File: src/design/hlfe_pkg.sv
package hlfe_pkg;

   localparam int BYTE_W = 8;
   localparam int LEN_W  = 16;
   localparam int POS_W  = 17;
   localparam int CSR_INDEX_W = 1;
   localparam int CSR_DATA_W  = 16;

   localparam int HEADER_BYTES_DEFAULT   = 24;
   localparam int FRAME_OVERHEAD_DEFAULT = 26;

   localparam logic [CSR_INDEX_W-1:0] CSR_HEAD_BYTE   = 1'b0;
   localparam logic [CSR_INDEX_W-1:0] CSR_MAX_PAYLOAD = 1'b1;

   localparam logic [BYTE_W-1:0] HEAD_BYTE_RESET   = 8'h00;
   localparam logic [LEN_W-1:0]  MAX_PAYLOAD_RESET = 16'hffff;

   typedef enum logic [1:0] {
      PHASE_HUNT = 2'd0,
      PHASE_HEAD = 2'd1,
      PHASE_BODY = 2'd2
   } phase_type;

   typedef enum logic [1:0] {
      STATUS_NORMAL    = 2'd0,
      STATUS_TRUNCATED = 2'd1,
      STATUS_OVERSIZE  = 2'd2
   } status_type;

   typedef struct packed {
      logic [BYTE_W-1:0] head_byte;
      logic [LEN_W-1:0]  max_payload;
   } cfg_type;

   typedef struct packed {
      logic [BYTE_W-1:0] rx_byte;
      logic              burst_end;
   } req_data_type;

   typedef struct packed {
      logic [BYTE_W-1:0] frame_byte;
      logic [POS_W-1:0]  position;
      logic              frame_end;
      status_type        status;
   } rsp_data_type;

endpackage

File: src/design/hlfe_req_if.sv
interface hlfe_req_if;
   logic                          valid;
   logic                          ready;
   logic [hlfe_pkg::BYTE_W-1:0]   rx_byte;
   logic                          burst_end;

   modport source (output valid, output rx_byte, output burst_end, input ready);
   modport sink   (input valid, input rx_byte, input burst_end, output ready);
endinterface

File: src/design/hlfe_rsp_if.sv
interface hlfe_rsp_if;
   logic                          valid;
   logic                          ready;
   logic [hlfe_pkg::BYTE_W-1:0]   frame_byte;
   logic [hlfe_pkg::POS_W-1:0]    position;
   logic                          frame_end;
   logic [1:0]                    status;

   modport source (output valid, output frame_byte, output position, output frame_end,
                   output status, input ready);
   modport sink   (input valid, input frame_byte, input position, input frame_end,
                   input status, output ready);
endinterface

File: src/design/head_length_frame_extractor.sv
// A request is registered on acceptance, and its result (if any) is then loaded into the
// output register, from which the receiver takes it. The block takes one request per
// cycle while the output register is not stalled; the header/length state machine advances
// once per request. An input register and an output register let one request be taken
// while a result waits. Synchronous active-high reset empties both registers,
// returns the parser to hunting and sets head_byte to 0 and max_payload to 65535.
module head_length_frame_extractor #(
   parameter int HEADER_BYTES   = hlfe_pkg::HEADER_BYTES_DEFAULT,
   parameter int FRAME_OVERHEAD = hlfe_pkg::FRAME_OVERHEAD_DEFAULT
) (
   input  logic                            clock,
   input  logic                            reset,
   hlfe_req_if.sink                        req_bus,
   hlfe_rsp_if.source                      rsp_bus,
   input  logic                            csr_we,
   input  logic [hlfe_pkg::CSR_INDEX_W-1:0] csr_index,
   input  logic [hlfe_pkg::CSR_DATA_W-1:0]  csr_wdata
);

   hlfe_pkg::cfg_type       cfg_ff;
   logic                    in_valid_ff;
   hlfe_pkg::req_data_type  in_data_ff;
   logic                    out_valid_ff, out_valid_in;
   hlfe_pkg::rsp_data_type  out_data_ff;

   logic                    advance;
   logic                    has_result;
   hlfe_pkg::rsp_data_type  result;

   assign advance       = in_valid_ff && (!out_valid_ff || rsp_bus.ready);
   assign req_bus.ready = !in_valid_ff || advance;
   assign out_valid_in  = advance ? has_result : (out_valid_ff && !rsp_bus.ready);

   always_ff @(posedge clock) begin
      if (reset) begin
         cfg_ff.head_byte   <= hlfe_pkg::HEAD_BYTE_RESET;
         cfg_ff.max_payload <= hlfe_pkg::MAX_PAYLOAD_RESET;
      end else if (csr_we) begin
         case (csr_index)
            hlfe_pkg::CSR_HEAD_BYTE:   cfg_ff.head_byte   <= csr_wdata[hlfe_pkg::BYTE_W-1:0];
            hlfe_pkg::CSR_MAX_PAYLOAD: cfg_ff.max_payload <= csr_wdata[hlfe_pkg::LEN_W-1:0];
            default: begin
            end
         endcase
      end
   end

   always_ff @(posedge clock) begin
      if (reset) begin
         in_valid_ff  <= 1'b0;
         out_valid_ff <= 1'b0;
      end else begin
         in_valid_ff  <= req_bus.valid ? 1'b1 : (in_valid_ff && !advance);
         out_valid_ff <= out_valid_in;
      end
   end

   always_ff @(posedge clock) begin
      if (req_bus.valid && req_bus.ready) begin
         in_data_ff.rx_byte   <= req_bus.rx_byte;
         in_data_ff.burst_end <= req_bus.burst_end;
      end
      if (advance) begin
         out_data_ff <= result;
      end
   end

   hlfe_core #(
      .HEADER_BYTES   (HEADER_BYTES),
      .FRAME_OVERHEAD (FRAME_OVERHEAD)
   ) u_core (
      .clock      (clock),
      .reset      (reset),
      .step_en    (advance),
      .cfg        (cfg_ff),
      .req_data   (in_data_ff),
      .has_result (has_result),
      .rsp_data   (result)
   );

   assign rsp_bus.valid      = out_valid_ff;
   assign rsp_bus.frame_byte = out_data_ff.frame_byte;
   assign rsp_bus.position   = out_data_ff.position;
   assign rsp_bus.frame_end  = out_data_ff.frame_end;
   assign rsp_bus.status     = out_data_ff.status;

endmodule

File: src/design/hlfe_core.sv
module hlfe_core #(
   parameter int HEADER_BYTES   = hlfe_pkg::HEADER_BYTES_DEFAULT,
   parameter int FRAME_OVERHEAD = hlfe_pkg::FRAME_OVERHEAD_DEFAULT
) (
   input  logic                   clock,
   input  logic                   reset,
   input  logic                   step_en,
   input  hlfe_pkg::cfg_type      cfg,
   input  hlfe_pkg::req_data_type req_data,
   output logic                   has_result,
   output hlfe_pkg::rsp_data_type rsp_data
);

   localparam logic [hlfe_pkg::POS_W-1:0] POS_LEN_HIGH = hlfe_pkg::POS_W'(HEADER_BYTES - 2);
   localparam logic [hlfe_pkg::POS_W-1:0] POS_LEN_LOW  = hlfe_pkg::POS_W'(HEADER_BYTES - 1);
   localparam logic [hlfe_pkg::POS_W-1:0] OVERHEAD     = hlfe_pkg::POS_W'(FRAME_OVERHEAD);

   hlfe_pkg::phase_type               phase_ff, phase_in;
   logic [hlfe_pkg::POS_W-1:0]        offset_ff, offset_in;
   logic [hlfe_pkg::BYTE_W-1:0]       len_high_ff, len_high_in;
   logic [hlfe_pkg::POS_W-1:0]        total_ff, total_in;

   logic [hlfe_pkg::LEN_W-1:0]        length;
   logic [hlfe_pkg::POS_W-1:0]        new_total;
   logic [hlfe_pkg::POS_W:0]          pos_next;
   logic                              at_end_known;
   logic                              at_end_new;

   assign length       = {len_high_ff, req_data.rx_byte};
   assign new_total    = {1'b0, length} + OVERHEAD;
   assign pos_next     = {1'b0, offset_ff} + {{hlfe_pkg::POS_W{1'b0}}, 1'b1};
   assign at_end_known = pos_next >= {1'b0, total_ff};
   assign at_end_new   = pos_next >= {1'b0, new_total};

   always_comb begin
      phase_in    = phase_ff;
      offset_in   = offset_ff;
      len_high_in = len_high_ff;
      total_in    = total_ff;
      has_result  = 1'b0;
      rsp_data.frame_byte = req_data.rx_byte;
      rsp_data.position   = offset_ff;
      rsp_data.frame_end  = 1'b0;
      rsp_data.status     = hlfe_pkg::STATUS_NORMAL;

      case (phase_ff)
         hlfe_pkg::PHASE_HEAD: begin
            has_result = 1'b1;
            if (offset_ff == POS_LEN_HIGH) begin
               len_high_in = req_data.rx_byte;
            end
            if (offset_ff == POS_LEN_LOW && length > cfg.max_payload) begin
               rsp_data.frame_end = 1'b1;
               rsp_data.status    = hlfe_pkg::STATUS_OVERSIZE;
               phase_in = hlfe_pkg::PHASE_HUNT;
            end else if (offset_ff == POS_LEN_LOW && at_end_new) begin
               // The declared frame is no longer than what has already arrived.
               rsp_data.frame_end = 1'b1;
               phase_in = hlfe_pkg::PHASE_HUNT;
            end else if (req_data.burst_end) begin
               rsp_data.frame_end = 1'b1;
               rsp_data.status    = hlfe_pkg::STATUS_TRUNCATED;
               phase_in = hlfe_pkg::PHASE_HUNT;
            end else begin
               offset_in = pos_next[hlfe_pkg::POS_W-1:0];
               if (offset_ff == POS_LEN_LOW) begin
                  phase_in = hlfe_pkg::PHASE_BODY;
                  total_in = new_total;
               end
            end
         end
         hlfe_pkg::PHASE_BODY: begin
            has_result = 1'b1;
            if (at_end_known) begin
               rsp_data.frame_end = 1'b1;
               phase_in = hlfe_pkg::PHASE_HUNT;
            end else if (req_data.burst_end) begin
               rsp_data.frame_end = 1'b1;
               rsp_data.status    = hlfe_pkg::STATUS_TRUNCATED;
               phase_in = hlfe_pkg::PHASE_HUNT;
            end else begin
               offset_in = pos_next[hlfe_pkg::POS_W-1:0];
            end
         end
         default: begin
            // Hunting; the unused phase code also lands here.
            phase_in = hlfe_pkg::PHASE_HUNT;
            if (req_data.rx_byte == cfg.head_byte) begin
               has_result = 1'b1;
               rsp_data.position = '0;
               if (req_data.burst_end) begin
                  rsp_data.frame_end = 1'b1;
                  rsp_data.status    = hlfe_pkg::STATUS_TRUNCATED;
               end else begin
                  phase_in  = hlfe_pkg::PHASE_HEAD;
                  offset_in = hlfe_pkg::POS_W'(1);
               end
            end
         end
      endcase

      if (phase_in == hlfe_pkg::PHASE_HUNT) begin
         offset_in   = '0;
         len_high_in = '0;
         total_in    = '0;
      end
   end

   always_ff @(posedge clock) begin
      if (reset) begin
         phase_ff    <= hlfe_pkg::PHASE_HUNT;
         offset_ff   <= '0;
         len_high_ff <= '0;
         total_ff    <= '0;
      end else if (step_en) begin
         phase_ff    <= phase_in;
         offset_ff   <= offset_in;
         len_high_ff <= len_high_in;
         total_ff    <= total_in;
      end
   end

   a_status_only_at_end : assert property (@(posedge clock) disable iff (reset)
      step_en && has_result && !rsp_data.frame_end |-> rsp_data.status == hlfe_pkg::STATUS_NORMAL)
      else $error("nonzero status on a byte that does not end its frame");

   a_end_restarts_hunt : assert property (@(posedge clock) disable iff (reset)
      step_en && has_result && rsp_data.frame_end |=> phase_ff == hlfe_pkg::PHASE_HUNT)
      else $error("frame ended but hunting did not restart");

   a_hunt_offset_zero : assert property (@(posedge clock) disable iff (reset)
      phase_ff != hlfe_pkg::PHASE_HEAD && phase_ff != hlfe_pkg::PHASE_BODY |-> offset_ff == '0)
      else $error("byte offset not cleared while hunting");

   a_body_has_total : assert property (@(posedge clock) disable iff (reset)
      phase_ff == hlfe_pkg::PHASE_BODY |-> offset_ff < total_ff)
      else $error("body offset reached the frame length");

endmodule

File: src/flat_wrapper.sv
// flat-port wrapper written by rule: the top's interface ports become plain ports
module head_length_frame_extractor_flat 
#(
   parameter int HEADER_BYTES   = hlfe_pkg::HEADER_BYTES_DEFAULT,
   parameter int FRAME_OVERHEAD = hlfe_pkg::FRAME_OVERHEAD_DEFAULT
)
  (clock, reset, csr_we, csr_index, csr_wdata, req_bus_valid, req_bus_rx_byte, req_bus_burst_end, req_bus_ready, rsp_bus_valid, rsp_bus_frame_byte, rsp_bus_position, rsp_bus_frame_end, rsp_bus_status, rsp_bus_ready);
  hlfe_req_if req_bus_i ();
  hlfe_rsp_if rsp_bus_i ();
  input  logic clock;
  input  logic reset;
  input  logic csr_we;
  input  logic [hlfe_pkg::CSR_INDEX_W-1:0] csr_index;
  input  logic [hlfe_pkg::CSR_DATA_W-1:0] csr_wdata;
  input wire logic [$bits(req_bus_i.valid)-1:0] req_bus_valid;
  input wire logic [$bits(req_bus_i.rx_byte)-1:0] req_bus_rx_byte;
  input wire logic [$bits(req_bus_i.burst_end)-1:0] req_bus_burst_end;
  output wire logic [$bits(req_bus_i.ready)-1:0] req_bus_ready;
  output wire logic [$bits(rsp_bus_i.valid)-1:0] rsp_bus_valid;
  output wire logic [$bits(rsp_bus_i.frame_byte)-1:0] rsp_bus_frame_byte;
  output wire logic [$bits(rsp_bus_i.position)-1:0] rsp_bus_position;
  output wire logic [$bits(rsp_bus_i.frame_end)-1:0] rsp_bus_frame_end;
  output wire logic [$bits(rsp_bus_i.status)-1:0] rsp_bus_status;
  input wire logic [$bits(rsp_bus_i.ready)-1:0] rsp_bus_ready;
  assign req_bus_i.valid = req_bus_valid;
  assign req_bus_i.rx_byte = req_bus_rx_byte;
  assign req_bus_i.burst_end = req_bus_burst_end;
  assign req_bus_ready = req_bus_i.ready;
  assign rsp_bus_valid = rsp_bus_i.valid;
  assign rsp_bus_frame_byte = rsp_bus_i.frame_byte;
  assign rsp_bus_position = rsp_bus_i.position;
  assign rsp_bus_frame_end = rsp_bus_i.frame_end;
  assign rsp_bus_status = rsp_bus_i.status;
  assign rsp_bus_i.ready = rsp_bus_ready;
  head_length_frame_extractor #(.HEADER_BYTES(HEADER_BYTES), .FRAME_OVERHEAD(FRAME_OVERHEAD)) u_core (.clock(clock), .reset(reset), .req_bus(req_bus_i), .rsp_bus(rsp_bus_i), .csr_we(csr_we), .csr_index(csr_index), .csr_wdata(csr_wdata));
endmodule
File: config.mk
export PLATFORM = sky130hd
export DESIGN_NAME = head_length_frame_extractor_flat
export DESIGN_NICKNAME = d
export VERILOG_FILES = /design/src/design/hlfe_pkg.sv /design/src/design/hlfe_req_if.sv /design/src/design/hlfe_rsp_if.sv /design/src/design/head_length_frame_extractor.sv /design/src/design/hlfe_core.sv /design/src/flat_wrapper.sv
export SDC_FILE = /design/constraint.sdc
export NUM_CORES = 1
export LEC_CHECK = 0
export BUFFER_PORTS_ARGS = -buffer_cell sky130_fd_sc_hd__buf_2
export CORE_MARGIN = 2
export CORE_UTILIZATION = 60
export DETAILED_ROUTE_END_ITERATION = 16
export GPL_ROUTABILITY_DRIVEN = 0
export HOLD_SLACK_MARGIN = 0.08
export PLACE_DENSITY = 0.88
export SETUP_SLACK_MARGIN = 0.3
export SYNTH_ARGS = -nofsm -noshare
export SYNTH_HDL_FRONTEND = slang
export SYNTH_SLANG_ARGS = --single-unit
File: constraint.sdc
create_clock -name clock -period 5 [get_ports clock]
set_input_delay 0.5 -clock clock [delete_from_list [all_inputs] [get_ports clock]]
set_output_delay 0.5 -clock clock [all_outputs]
set_load 0.02 [all_outputs]
==> results.txt <==
----------------------------------------------------
[Synth]
  Net count after synthesis ... a little over 700
  Warning count from the yosys run ... 0
  Register bit total from synthesis ... 107
  Netlist Area Pre-Place ... between 6000 and 7000 µm²
  Main synth FF type ... dfxtp_1
  Count of flip-flops with a built-in enable after synthesis ... 37
  Post-synthesis area per instance ... just under 10 µm²
  Synth async-reset ratio ... 0
  Number of distinct library cells after synthesis ... 69
  Post-synthesis instance total ... between 600 and 700
  Share of the yosys chip area belonging to registers ... 0.399

[Worst setup path]
  Highest net fanout along the worst path ... 16
  Nature of the critical path endpoint ... flop
  WS Path Type ... reg -> reg
  Element type at the critical path start ... flop
  Required time worst endpoint ... 5.30 ns
  Data arrival time of the critical path ... ~4.7 ns
  Reg2Reg Launch Point ... u_core.u_core.offset_ff[0]$_SDFFE_PP0P_
  Origin of the worst setup path ... u_core.u_core.offset_ff[0]$_SDFFE_PP0P_

[Die]
  Total Die Area ... 11300 µm²
  Core area ... 10300 µm²
  # rows ... 37
  Initial core utilization ... 0.613
  DIE HEIGHT ... between 100 and 150 µm
  Die Width ... 106 µm
  Ports placed on the boundary ... 61

[Finish]
  Fin nets ... 780
  Fin area ... around 7000 µm²
  Share of post-route cells with drive strength above 1 ... 0.179
  Diodes inserted ... 0
  Area added between synthesis and finish ... 9.93%

[Clock network]
  Number of H-tree levels ... 3
  Clock-pin transition on the worst setup and hold timing paths ... 0.10 ns
  Buffer levels on the longest clock path ... 2
  Buffer type at the clock tree root ... clkbuf_8
  TritonCTS Sinks ... 107
  Clock tree from TritonCTS ... done
  CTS buffer count ... 9
  Skew-Pair Late Insertion Delay ... 0.39 ns

[Timing]
  Unrepaired setup endpoints after global routing ... no
  Clock period minus final worst setup slack ... 4.37 ns
  Transition time of the tightest slew-check pin ... 0.797 ns
  Final hold violation count ... 0
  Max Clk Rate ... 0.229 GHz
  Summed negative setup slack over all endpoints ... 0 ns
  Post-Route Skew ... 0.0124 ns
  Smallest hold slack ... 0.284 ns
  Headroom to the max-slew limit ... 0.469
  Max Transition Viols Final ... 0
  Setup-failing EPs final ... 0
  Worst setup margin ... 0.629 ns
  Tcrit/Tclk final ... 0.874

[Power]
  IR Drop Worst-Case VDD ... ~0.17 mV
  Cell area power density ... 236 nW/µm²
  Standby leakage power ... 2.95 nW

[Drt]
  Average routed wire per standard cell ... 18.4 µm
  Iter 0 DRT Violations ... 450
  Vias ... 5248
  Detailed-route DRC error count ... 0
  Total detailed-routing wirelength ... 15400 µm
  Remaining antenna violation count after routing ... 0
  Total iterations of the first detailed-routing run ... 7
  Via density per instance ... between 6 and 7

[Placed design]
  Post-detailed-placement half-perimeter wirelength ... 11200 µm
  Area of placed instances ... about 6700 µm²
  Pre-CTS setup slack ... 0.488 ns
  Port-buffer cells ... 60

[Hold path]
  Hold Crit Class ... in -> reg
  Hold path start ... req_bus_burst_end

[Global routing]
  Global-route wire length before repair ... 25200 µm
  Number of global-route vias before repair ... about 5.2k
  Global router's overall resource usage ... 0.283
  Residual overflow from global routing ... 0
  Largest net degree at the start of global routing ... between 40 and 50
  Initial antenna violation count ... 0

[Outcome]
  Result of the run ... completed

[Run]
  Number of violations of the max-capacitance limit ... 0

----------------------------------------------------
## timing repair
item                       CTS  global route
gates resized for setup      0             5
hold buffers                 0             0
buffers inserted             0             1
setup endpoints to repair    0            34
## Yosys cell counts, types with 8 or more instances
master / n / share of area
nand2_1: 20 / 0.012
edfxtp_1: 37 / 0.18
o21ai_0: 10 / 0.0079
nor3_1: 9 / 0.0071
xor2_1: 18 / 0.025
a211o_1: 17 / 0.024
o2bb2ai_1: 8 / 0.011
nand4b_1: 15 / 0.021
mux2i_1: 8 / 0.013
xnor2_1: 17 / 0.024
a21oi_1: 18 / 0.014
and3_1: 20 / 0.020
clkbuf_1: 12 / 0.0071
and2_1: 22 / 0.022
nand2b_1: 14 / 0.014
nor2_1: 40 / 0.024
nand3_1: 42 / 0.033
inv_1: 59 / 0.035
nand4_1: 15 / 0.015
o31ai_2: 10 / 0.020
dfxtp_1: 70 / 0.22
ha_1: 55 / 0.11
## critical path, cell delays in order (launching register included)
cell and delay [ns]:
dfxtp_1 0.48, ha_2 0.30, nand2_1 0.13, nor4_1 0.21
buf_4 0.19, nand3_1 0.10, xnor2_1 0.42, ha_1 0.33
o21ai_0 0.16, nor2_1 0.07, o41ai_2 0.65, a41oi_2 0.40
a311o_2 0.48, buf_12 0.16, o21ai_0 0.19
## through the flow
| stage | util | total power [W] | cells |
|---|---|---|---|
| floorplan | - | 0.00106 | 640 |
| global placement | 0.651 | 0.00109 | 818 |
| detailed placement | 0.651 | 0.00110 | 818 |
| CTS | 0.670 | 0.00164 | 834 |
| global route | 0.674 | 0.00169 | 835 |
| finish | 0.674 | 0.00164 | 835 |
## worst paths after layout
kind	cells after the start	slack, ns	to
worst min register to register	1	0.47	u_core.cfg_ff[9]$_SDFFE_PP1P_
worst max-delay path	14	0.63	u_core.u_core.offset_ff[8]$_SDFFE_PP0P_
worst max register to register	14	0.63	u_core.u_core.offset_ff[8]$_SDFFE_PP0P_
worst min-delay path	1	0.28	u_core.in_data_ff[0]$_DFFE_PP_
## routing by layer
metal	vias up	global-route usage	wire [µm]
met4	0	0.155	586
met1	2490	0.342	6180
met5	-	0	0
met2	254	0.483	7550
li1	2448	-	-
met3	56	0.0454	1050
## cells by family after synthesis
group	after synthesis	share of synthesized area
and+or+nand+nor	220	0.200
AOI/OAI and AO/OA	128	0.170
DFF	107	0.399
buffers and inverters	87	0.0604
adders and majority gates	55	0.109
xor gates and xnor gates	35	0.0486
muxes	8	0.0127
## registers in the layout (all words and copies together), names as in the netlist
signal,flops
u_core.in_valid_ff,1
u_core.in_data_ff,9
u_core.u_core.len_high_ff,8
u_core.u_core.offset_ff,17
u_core.u_core.phase_ff,2
u_core.rsp_bus.position,17
u_core.rsp_bus.frame_end,1
u_core.rsp_bus.frame_byte,8
u_core.u_core.total_ff,17
u_core.rsp_bus.valid,1
u_core.cfg_ff,24
u_core.rsp_bus.status,2
## cell usage in the layout (no fill, tap or decap), types with 8 or more instances in the layout
| cell | n |
|---|---|
| nand4_1 | 15 |
| xnor2_1 | 17 |
| ha_1 | 54 |
| dfxtp_1 | 70 |
| nand2_1 | 20 |
| xor2_1 | 18 |
| buf_2 | 60 |
| o21ai_0 | 10 |
| clkbuf_8 | 9 |
| nand4b_1 | 15 |
| buf_4 | 10 |
| edfxtp_1 | 37 |
| nand3_1 | 42 |
| mux2i_1 | 8 |
| nand2b_1 | 14 |
| o2bb2ai_1 | 8 |
| nor3_1 | 9 |
| o31ai_2 | 10 |
| nor2_1 | 40 |
| a211o_1 | 17 |
| and3_1 | 20 |
| and2_1 | 22 |
| inv_1 | 59 |
| a21oi_1 | 18 |
## power by group
| group | switching (W) | total [W] | internal, W |
|---|---|---|---|
| combinational | 0.0000881 | 0.000145 | 0.0000572 |
| clock | 0.000309 | 0.000548 | 0.000239 |
| sequential | 0.0000208 | 0.000945 | 0.000924 |
| total | 0.000418 | 0.00164 | 0.00122 |
## area by class of cell
type | count | area [µm²]
clock inverters | 6 | 73.8
clock buffers | 10 | 128
multi-input cells | 446 | 3430
repair buffers | 71 | 395
inverters | 59 | 221
well taps | 136 | 170
fillers | 779 | 3350
flip-flops and latches | 107 | 2510
(Power assumes the default switching activity.)
